===== src/rtl/core/dmdt_pkg.sv =====
// ----------------------------------------------------------------------------
// dmdt_pkg
// Shared types and constants for the dual mode down timer channel.
// ----------------------------------------------------------------------------
package dmdt_pkg;

    localparam int FUNC_W = 2;
    localparam int OFF_W  = 3;
    localparam int DATA_W = 32;
    localparam int CTRL_W = 8;
    localparam int PRE_W  = 8;

    // Transaction kinds
    localparam logic [FUNC_W-1:0] FUNC_TICK  = 2'd0;
    localparam logic [FUNC_W-1:0] FUNC_WRITE = 2'd1;
    localparam logic [FUNC_W-1:0] FUNC_READ  = 2'd2;

    // Register word offsets
    localparam logic [OFF_W-1:0] OFF_LOAD   = 3'd0;
    localparam logic [OFF_W-1:0] OFF_VALUE  = 3'd1;
    localparam logic [OFF_W-1:0] OFF_CTRL   = 3'd2;
    localparam logic [OFF_W-1:0] OFF_CLR    = 3'd3;
    localparam logic [OFF_W-1:0] OFF_RIS    = 3'd4;
    localparam logic [OFF_W-1:0] OFF_MIS    = 3'd5;
    localparam logic [OFF_W-1:0] OFF_BGLOAD = 3'd6;

    // Control bit positions
    localparam int CTL_EN_BIT  = 7;
    localparam int CTL_MP_BIT  = 6;
    localparam int CTL_IEN_BIT = 5;
    localparam int CTL_PRE_HI  = 3;
    localparam int CTL_PRE_LO  = 2;
    localparam int CTL_S32_BIT = 1;
    localparam int CTL_1S_BIT  = 0;

    localparam logic [CTRL_W-1:0] CTL_KEEP  = 8'hEF;
    localparam logic [CTRL_W-1:0] CTL_RESET = 8'h20;

    // Prescale codes
    localparam logic [1:0] PRE_DIV16  = 2'd1;
    localparam logic [1:0] PRE_DIV256 = 2'd2;

    localparam logic [PRE_W-1:0] PRE_LAST16  = 8'd15;
    localparam logic [PRE_W-1:0] PRE_LAST256 = 8'd255;

    localparam logic [DATA_W-1:0] MASK16 = 32'h0000_FFFF;

    typedef struct packed {
        logic [FUNC_W-1:0] func;
        logic [OFF_W-1:0]  reg_offset;
        logic [DATA_W-1:0] write_data;
    } t_req;

    typedef struct packed {
        logic [DATA_W-1:0] read_data;
        logic              irq_out;
    } t_rsp;

endpackage


===== src/rtl/core/dual_mode_down_timer.sv =====
// An accepted transaction is registered in the input stage, its result in the
// output stage; an output stall holds both. Throughput: one transaction per
// cycle unless the output stalls, set by one pass through the register-file logic.
// Reset (sync, active low): load 0, value 0xFFFFFFFF, control 0x20,
// raw interrupt 0, prescaler 0; both pipeline stages empty.
// ----------------------------------------------------------------------------
// dual_mode_down_timer
// One down-counting timer channel driven by tick / write / read transactions.
// ----------------------------------------------------------------------------
module dual_mode_down_timer (
    input  logic        i_clk,
    input  logic        i_rst_n,
    input  logic        i_s_tvalid,
    output logic        o_s_tready,
    input  logic [31:0] i_s_tdata,   // [31:0] write_data
    input  logic [4:0]  i_s_tuser,   // [1:0] func, [4:2] reg_offset
    output logic        o_m_tvalid,
    input  logic        i_m_tready,
    output logic [39:0] o_m_tdata    // [31:0] read_data, [32] irq_out, [39:33] zero
);
    import dmdt_pkg::*;

    logic   r_in_valid;
    t_req   r_in;
    logic   r_out_valid;
    t_rsp   r_out;
    logic   advance;
    t_rsp   rsp;

    assign advance    = r_in_valid && (!r_out_valid || i_m_tready);
    assign o_s_tready = !r_in_valid || advance;

    dmdt_regs u_regs (
        .i_clk   (i_clk),
        .i_rst_n (i_rst_n),
        .i_en    (advance),
        .i_req   (r_in),
        .o_rsp   (rsp)
    );

    always_ff @(posedge i_clk) begin
        if (!i_rst_n) begin
            r_in_valid  <= 1'b0;
            r_out_valid <= 1'b0;
        end else begin
            if (o_s_tready) begin
                r_in_valid <= i_s_tvalid;
            end
            if (advance) begin
                r_out_valid <= 1'b1;
            end else if (i_m_tready) begin
                r_out_valid <= 1'b0;
            end
        end
    end

    always_ff @(posedge i_clk) begin
        if (o_s_tready && i_s_tvalid) begin
            r_in.func       <= i_s_tuser[FUNC_W-1:0];
            r_in.reg_offset <= i_s_tuser[FUNC_W+OFF_W-1:FUNC_W];
            r_in.write_data <= i_s_tdata;
        end
        if (advance) begin
            r_out <= rsp;
        end
    end

    assign o_m_tvalid = r_out_valid;
    assign o_m_tdata  = {7'b0, r_out.irq_out, r_out.read_data};

endmodule


===== src/rtl/core/dmdt_regs.sv =====
// ----------------------------------------------------------------------------
// dmdt_regs
// Timer register file and counter: applies one transaction per enabled cycle.
// ----------------------------------------------------------------------------
module dmdt_regs (
    input  logic           i_clk,
    input  logic           i_rst_n,
    input  logic           i_en,
    input  dmdt_pkg::t_req i_req,
    output dmdt_pkg::t_rsp o_rsp
);
    import dmdt_pkg::*;

    logic [DATA_W-1:0] r_load, n_load;
    logic [DATA_W-1:0] r_count, n_count;
    logic [CTRL_W-1:0] r_ctrl, n_ctrl;
    logic              r_raw, n_raw;
    logic [PRE_W-1:0]  r_pre, n_pre;

    logic [DATA_W-1:0] mask;
    logic [DATA_W-1:0] cur;
    logic [DATA_W-1:0] dec_next;
    logic              dec_hold;
    logic              pre_wrap;
    logic [DATA_W-1:0] rdata;

    // Next counter value for one decrement step
    always_comb begin
        mask     = r_ctrl[CTL_S32_BIT] ? '1 : MASK16;
        cur      = r_count & mask;
        dec_hold = 1'b0;
        dec_next = r_count;
        if (cur == '0) begin
            if (r_ctrl[CTL_1S_BIT]) begin
                dec_hold = 1'b1;
            end else if (r_ctrl[CTL_MP_BIT]) begin
                dec_next = r_load & mask;
            end else begin
                dec_next = mask;
            end
        end else begin
            dec_next = (cur - 1'b1) & mask;
        end
    end

    always_comb begin
        unique case (r_ctrl[CTL_PRE_HI:CTL_PRE_LO])
            PRE_DIV16:  pre_wrap = (r_pre >= PRE_LAST16);
            PRE_DIV256: pre_wrap = (r_pre >= PRE_LAST256);
            default:    pre_wrap = 1'b1;
        endcase
    end

    always_comb begin
        n_load  = r_load;
        n_count = r_count;
        n_ctrl  = r_ctrl;
        n_raw   = r_raw;
        n_pre   = r_pre;
        rdata   = '0;
        unique case (i_req.func)
            FUNC_TICK: begin
                if (r_ctrl[CTL_EN_BIT]) begin
                    if (pre_wrap) begin
                        n_pre = '0;
                        if (!dec_hold) begin
                            n_count = dec_next;
                            if (dec_next == '0) begin
                                n_raw = 1'b1;
                            end
                        end
                    end else begin
                        n_pre = r_pre + 1'b1;
                    end
                end
            end
            FUNC_WRITE: begin
                unique case (i_req.reg_offset)
                    OFF_LOAD: begin
                        n_load  = i_req.write_data;
                        n_count = i_req.write_data;
                        n_pre   = '0;
                    end
                    OFF_CTRL: begin
                        n_ctrl = i_req.write_data[CTRL_W-1:0] & CTL_KEEP;
                        n_pre  = '0;
                    end
                    OFF_CLR:    n_raw  = 1'b0;
                    OFF_BGLOAD: n_load = i_req.write_data;
                    default: ;  // read-only and unused offsets
                endcase
            end
            FUNC_READ: begin
                unique case (i_req.reg_offset)
                    OFF_LOAD:   rdata = r_load;
                    OFF_VALUE:  rdata = r_count;
                    OFF_CTRL:   rdata = {{(DATA_W-CTRL_W){1'b0}}, r_ctrl};
                    OFF_RIS:    rdata = {{(DATA_W-1){1'b0}}, r_raw};
                    OFF_MIS:    rdata = {{(DATA_W-1){1'b0}}, r_raw & r_ctrl[CTL_IEN_BIT]};
                    OFF_BGLOAD: rdata = r_load;
                    default:    rdata = '0;
                endcase
            end
            default: ;
        endcase
    end

    // Response reflects state after this transaction
    assign o_rsp.read_data = rdata;
    assign o_rsp.irq_out   = n_raw & n_ctrl[CTL_IEN_BIT];

    always_ff @(posedge i_clk) begin
        if (!i_rst_n) begin
            r_load  <= '0;
            r_count <= '1;
            r_ctrl  <= CTL_RESET;
            r_raw   <= 1'b0;
            r_pre   <= '0;
        end else if (i_en) begin
            r_load  <= n_load;
            r_count <= n_count;
            r_ctrl  <= n_ctrl;
            r_raw   <= n_raw;
            r_pre   <= n_pre;
        end
    end

endmodule

===== config.mk =====
export PLATFORM = sky130hd
export DESIGN_NAME = dual_mode_down_timer
export DESIGN_NICKNAME = d
export VERILOG_FILES = /design/src/rtl/core/dmdt_pkg.sv /design/src/rtl/core/dual_mode_down_timer.sv /design/src/rtl/core/dmdt_regs.sv
export SDC_FILE = /design/constraint.sdc
export NUM_CORES = 1
export LEC_CHECK = 0
export ABC_CLOCK_PERIOD_IN_PS = 8200
export CORE_ASPECT_RATIO = 0.8
export CORE_MARGIN = 3
export CORE_UTILIZATION = 55
export CTS_BUF_LIST = sky130_fd_sc_hd__clkbuf_16
export CTS_CLUSTER_DIAMETER = 80
export DETAILED_ROUTE_END_ITERATION = 8
export DONT_BUFFER_PORTS = 1
export GPL_TIMING_DRIVEN = 0
export PLACE_DENSITY_LB_ADDON = 0.15
export SETUP_SLACK_MARGIN = 0.02
export SLEW_MARGIN = 20
export SYNTH_ARGS = -nofsm -noshare
export SYNTH_HDL_FRONTEND = slang
export SYNTH_SLANG_ARGS = --single-unit
export TNS_END_PERCENT = 1

===== constraint.sdc =====
create_clock -name i_clk -period 8.2 [get_ports i_clk]
set_input_delay 1.64 -clock i_clk [delete_from_list [all_inputs] [get_ports i_clk]]
set_output_delay 1.64 -clock i_clk [all_outputs]
set_load 0.02 [all_outputs]

==> impl_metrics.ini, run 1 <==
[cts]
cts.sinks = 152
tritoncts = yes
cts-buffers-inserted = 17
clock_path_buffers = 2
root_buffer = clkbuf_16
clk_latency_ns = 0.44
htree_levels = 4
cts_setup_buffers = 0
path_clk_slew_ns = 0.06
cts_hold_buf = 0
cts.repair.resized = 0

[logic_synthesis]
syn_inst = 890
ys_ff_latch = 152
synth_edf_count = 70
yosys-top-cells-area = edfxtp_1, dfxtp_1, nand2_1
async_flop_share_pct = 0
netlist_area_mm2 = 0.007975
yosys.area.top_type_share_pct = 26.36
ys_warn_count = 0
synth.avg_cell_area_um2 = 8.961
ys.flop_type = dfxtp_1
yosysTopAreaCell = edfxtp_1
seq_area_frac_synth_pct = 46.94
synthDistinctLibCells = 80

[floorplan]
initial_core_util_pct = 57.44
core_area_mm2 = 0.01388
rows = 38
num_io_pins = 83
fp.dieW_um = 140.6
die_area_mm2 = 0.01599
dieHeight_um = 113.7

[sta]
max_freq_mhz = 242.6
worst_slew_pin_slew_ns = 0.9945
finalCritPeriodShare_pct = 50.27
rsz0062_at_grt = no
slew-limit-headroom_pct = 33.56
finalMaxSlewViolations = 0
skew_ns = 0.006244
setup-violations-final = 0
period_minus_slack_ns = 4.122
finalHoldViolations = 0
tns_ns = 0

[placement]
place_congestion = 1.004
io_buffers = 0
hpwl_um = 19880

[routing]
drtIter0Drc = 1108
vias_per_cell = 6.844
wl_per_cell_um = 25.29
wl_um = 28070
first_pass_iters = 8
num_vias = 7597
postRouteAntennaNets = 0
drcViolationCount = 0

[worst_setup_path]
crit_path_max_fanout = 10
r2r_setup_slack_ns = 4.08
start_kind = flop
arrival_ns = 4.38
critPathKind = reg -> reg
required_ns = 8.46
crit_path_end_kind = flop

[global_routing]
grt.overflow.total = 0
grt_max_degree = 22
antenna_found_initial = 0
grt_pass1_wl_um = 41900
first_global_vias = 7255
track_usage_pct = 34.58

[pwr]
p_per_area_mw_per_mm2 = 194.5
ir_worst_vdd_v = 0.0002258
leakagePower_nw = 3.109

[cells_and_area]
drive_above_1_share_pct = 8.280
areaGrowthSynthToFinish_pct = 11.23
antennaDiodeCount = 0
final_core_util_pct = 63.90
nets = 962
fill_cells = 1163

[job]
maxCapViolations = 0

[min_path]
min_path_type = reg -> reg

[status]
outcome = finished clean
==> cell families (layout without fill, tap and decap cells) <==
group                      count (synthesis)  count (layout)  share of synthesized area (%)
xor gates and xnor gates                  12              12                          1.318
adders and majority gates                  4               4                         0.6276
and+or+nand+nor                          379             379                          23.38
muxes                                      9               9                          1.145
AOI/OAI and AO/OA                        235             235                          21.26
buffers and inverters                     98             132                          5.287
DFF                                      152             152                          46.94
other                                      1               7                        0.04702
==> metal layers <==
metal / vias to the layer above / track usage [%] / wire, µm
met2: 568 / 51.75 / 12160
met3: 74 / 9.891 / 3331
met1: 3654 / 48.26 / 11790
li1: 3301 / - / -
met4: 0 / 12.33 / 789
met5: - / 0 / 0
==> power by group <==
group	leakage (nW)	internal (mW)	switching [mW]
combinational	1.50	0.0246	0.0638
clock	0.294	0.455	0.337
sequential	1.32	0.818	0.0265
==> Yosys cell counts, types with 6 or more instances <==
cell type / n
a21oi_1: 30
inv_1: 12
clkbuf_1: 61
a21boi_0: 32
a22oi_1: 35
o311ai_0: 17
dfxtp_1: 82
or3_1: 12
o211ai_1: 22
edfxtp_1: 70
nor3_1: 21
nor2_1: 118
nor2b_1: 12
buf_4: 8
nand3_1: 16
nor4_1: 17
buf_2: 12
xnor2_1: 7
or4_1: 6
o21ai_0: 39
mux2i_1: 8
nand2_1: 137
==> layout by cell type (no fill, tap or decap), types with 11 or more instances in the layout <==
cell type / instances
nor4_1: 17
a21oi_1: 30
edfxtp_1: 70
a22oi_1: 35
clkbuf_16: 19
nand3_1: 16
clkbuf_1: 61
nor3_1: 21
nor2_1: 118
a21boi_0: 32
o311ai_0: 17
o21ai_0: 39
inv_1: 11
o211ai_1: 22
or3_1: 12
nand2_1: 137
dfxtp_1: 82
nor2b_1: 12
buf_2: 12
==> worst max-delay path: stages, from the launching register on <==
cell      delay (ns)
dfxtp_1         0.30
clkbuf_1        0.26
inv_1           0.16
ha_1            0.24
nor3b_4         0.43
nand4b_4        0.28
nor4_2          0.58
nor3_1          0.10
a21oi_1         0.13
or3_1           0.11
clkbuf_1        0.44
clkbuf_1        0.66
o311ai_0        0.26
==> path summary, 6_finish.rpt <==
path | startpoint | to | cells past startpoint
setup / recovery | u_regs.r_count[0]$_SDFFE_PN1P_ | u_regs.r_count[22]$_SDFFE_PN1P_ | 12
setup reg to reg | u_regs.r_count[0]$_SDFFE_PN1P_ | u_regs.r_count[22]$_SDFFE_PN1P_ | 12
hold / removal | u_regs.r_load[6]$_SDFFE_PN0P_ | u_regs.r_load[6]$_SDFFE_PN0P_ | 2
hold reg to reg | u_regs.r_load[6]$_SDFFE_PN0P_ | u_regs.r_load[6]$_SDFFE_PN0P_ | 2
==> sequential cells by signal, summed over array words and instances (netlist names) <==
signal,flops
u_regs.r_ctrl,7
u_regs.r_load,32
o_m_tdata,33
r_in_valid,1
u_regs.r_count,32
u_regs.r_raw,1
r_in,37
o_m_tvalid,1
u_regs.r_pre,8
==> per-stage QoR <==
| step | area [µm²] | instances | power, mW | hold WS (ns) | worst slack [ns] |
|---|---|---|---|---|---|
| floorplan | 7998 | 896 | 0.9093 | 0.4527 | 4.567 |
| global placement | 8223 | 1076 | 0.9384 | 0.4654 | 3.774 |
| detailed placement | 8279 | 1078 | 0.9445 | 0.4833 | 4.302 |
| CTS | 8871 | 1110 | 1.720 | 0.4914 | 4.284 |
| global route | 8871 | 1110 | 1.760 | 0.5161 | 4.005 |
| finish | 8871 | 1110 | 1.725 | 0.4945 | 4.078 |
==> layout make-up <==
cell class	instances	area, µm²	share of cell area (%)
Buffer	85	372.9	4.203
Clock buffer	19	475.5	5.360
Clock inverter	13	116.4	1.312
Inverter	13	48.80	0.5501
Multi-Input combinational cell	646	3834	43.22
Sequential cell	152	3744	42.20
Tap cell	180	225.2	2.539
Timing Repair Buffer	2	55.05	0.6206
Power figures use the tool's default switching activity.
==> run 2: changes to the inputs <==
Settings changed: ABC_CLOCK_PERIOD_IN_PS 8200 to 3700.
Clock period 8.2 ns to 3.7 ns, I/O delays scaled along.
==> run 2 against run 1 <==
- the flow now finishes with violations (negative setup slack)
- total power increased by 120%
- register-to-register slack worse by 4.1 ns
- clock power grew 120%
- sequential share of layout area is 0.34 points lower
- routed wire length rose by 0.12%
- cell count unchanged
- maximum frequency rose by 11%
- clock-buffer cell count unchanged
- via count is 0.41% higher
- global-route usage about the same
- clock skew down 0.00071 ns
- die area stayed put
- critical endpoint is now u_regs.r_raw$_SDFFE_PN0P_
==> impl_metrics.ini, run 2 (synthesis results as in run 1) <==
[status]
outcome = complete, but fails checks
violations = negative setup slack

[worst_setup_path]
crit_path_end_kind = flop
start_kind = flop
required_ns = 4.07
crit_path_max_fanout = 10
arrival_ns = 4.08
critPathKind = reg -> reg
r2r_setup_slack_ns = -0.008

[global_routing]
grt_max_degree = 22
grt_pass1_wl_um = 41910
track_usage_pct = 34.59
antenna_found_initial = 0
first_global_vias = 7287
grt.overflow.total = 0

[cells_and_area]
largest_reg_flops = 37
layout_common_cells = nand2_1, nor2_1, dfxtp_1
drive_above_1_share_pct = 9.570
final_common_cell = nand2_1
areaGrowthSynthToFinish_pct = 12.13
largest-register = r_in
nets = 962
final_core_util_pct = 64.41
antennaDiodeCount = 0

[sta]
rsz0062_at_grt = no
finalMaxSlewViolations = 0
slew-limit-headroom_pct = 34.01
max_freq_mhz = 269.7
worst_slew_pin_slew_ns = 0.9877
tns_ns = -0.007801
setup-violations-final = 1
worst_slack_ns = -0.007801
finalHoldViolations = 0
finalCritPeriodShare_pct = 100.2
skew_ns = 0.005535
period_minus_slack_ns = 3.708

[routing]
wl_um = 28100
num_vias = 7628
first_pass_iters = 7
vias_per_cell = 6.872
drtIter0Drc = 1115
wl_per_cell_um = 25.32
postRouteAntennaNets = 0
drcViolationCount = 0

[floorplan]
initial_core_util_pct = 57.44
rows = 38
core_area_mm2 = 0.01388
num_io_pins = 83
die_area_mm2 = 0.01599
dieHeight_um = 113.7
fp.dieW_um = 140.6

[pwr]
p_per_area_mw_per_mm2 = 427.9
leakagePower_nw = 3.135
ir_worst_vdd_v = 0.0005006

[job]
maxCapViolations = 0

[cts]
tritoncts = yes
htree_levels = 4
clk_latency_ns = 0.44
root_buffer = clkbuf_16
clock_path_buffers = 2
path_clk_slew_ns = 0.07
cts-buffers-inserted = 17
cts.sinks = 152
cts_hold_buf = 0

[min_path]
min_path_type = in -> reg

[placement]
hpwl_um = 19880
io_buffers = 0
dp_slack_ns = -0.1976
place_congestion = 1.004
==> run 2: cell counts in the layout (fill, tap and decap cells not counted) <==
No cell type changed its count.
==> run 2: worst paths after layout <==
| check | start | to | depth (start not counted) |
|---|---|---|---|
| max | u_regs.r_count[1]$_SDFFE_PN1P_ | u_regs.r_raw$_SDFFE_PN0P_ | 12 |
| min | i_s_tdata[7] | r_in[7]$_DFFE_PP_ | 0 |
| max reg2reg | u_regs.r_count[1]$_SDFFE_PN1P_ | u_regs.r_raw$_SDFFE_PN0P_ | 12 |
| min reg2reg | u_regs.r_pre[1]$_SDFFE_PN0P_ | u_regs.r_pre[1]$_SDFFE_PN0P_ | 2 |
==> run 2: worst max-delay path: stages, from the launching register on <==
cell	delay [ns]
dfxtp_1	0.31
clkbuf_1	0.24
inv_1	0.12
ha_1	0.23
nor3b_4	0.31
nand4b_4	0.29
nor3_4	0.32
buf_4	0.27
buf_4	0.25
o211ai_1	0.19
nor4_1	0.54
a41oi_1	0.31
nor3b_2	0.24
==> run 2: through the flow <==
| step | hold WS [ns] | std cells | total power [mW] | area (µm²) |
|---|---|---|---|---|
| after floorplan | 0.4527 | 896 | 2.015 | 7998 |
| after global placement | 0.4654 | 1076 | 2.080 | 8223 |
| after detailed placement | 0.4833 | 1078 | 2.093 | 8279 |
| after CTS | 0.3862 | 1110 | 3.812 | 8904 |
| after global routing | 0.3830 | 1110 | 3.900 | 8942 |
| final | 0.3915 | 1110 | 3.827 | 8942 |
==> run 2: area by class of cell <==
cell class,instances,area (µm²)
Tap cell,180,225.2
Clock inverter,13,116.4
Timing Repair Buffer,3,62.56
Clock buffer,19,475.5
Multi-Input combinational cell,646,3887
Sequential cell,152,3744
Inverter,13,48.80
Fill cell,1153,4941
Buffer,84,382.9
==> run 2: per-layer routing <==
layer  GRT usage [%]  wire, µm  vias up
met4           13.11       808        0
met2           51.79     12180      579
met3           10.18      3615       87
li1                -         -     3295
met1           47.77     11500     3667
met5               0         0        -
==> run 2: repair_timing <==
item,4_1_cts,5_1_grt
setup endpoints to repair,34,31
resized for setup,6,19
pin swaps,0,4
setup buffers,1,0
==> run 2: power by group <==
| group | switching [mW] | leakage [nW] | total (mW) | internal (mW) |
|---|---|---|---|---|
| Combinational | 0.141 | 1.52 | 0.195 | 0.0547 |
| Clock | 0.752 | 0.294 | 1.76 | 1.01 |
| Sequential | 0.0588 | 1.32 | 1.87 | 1.81 |
| Total | 0.951 | 3.14 | 3.83 | 2.88 |
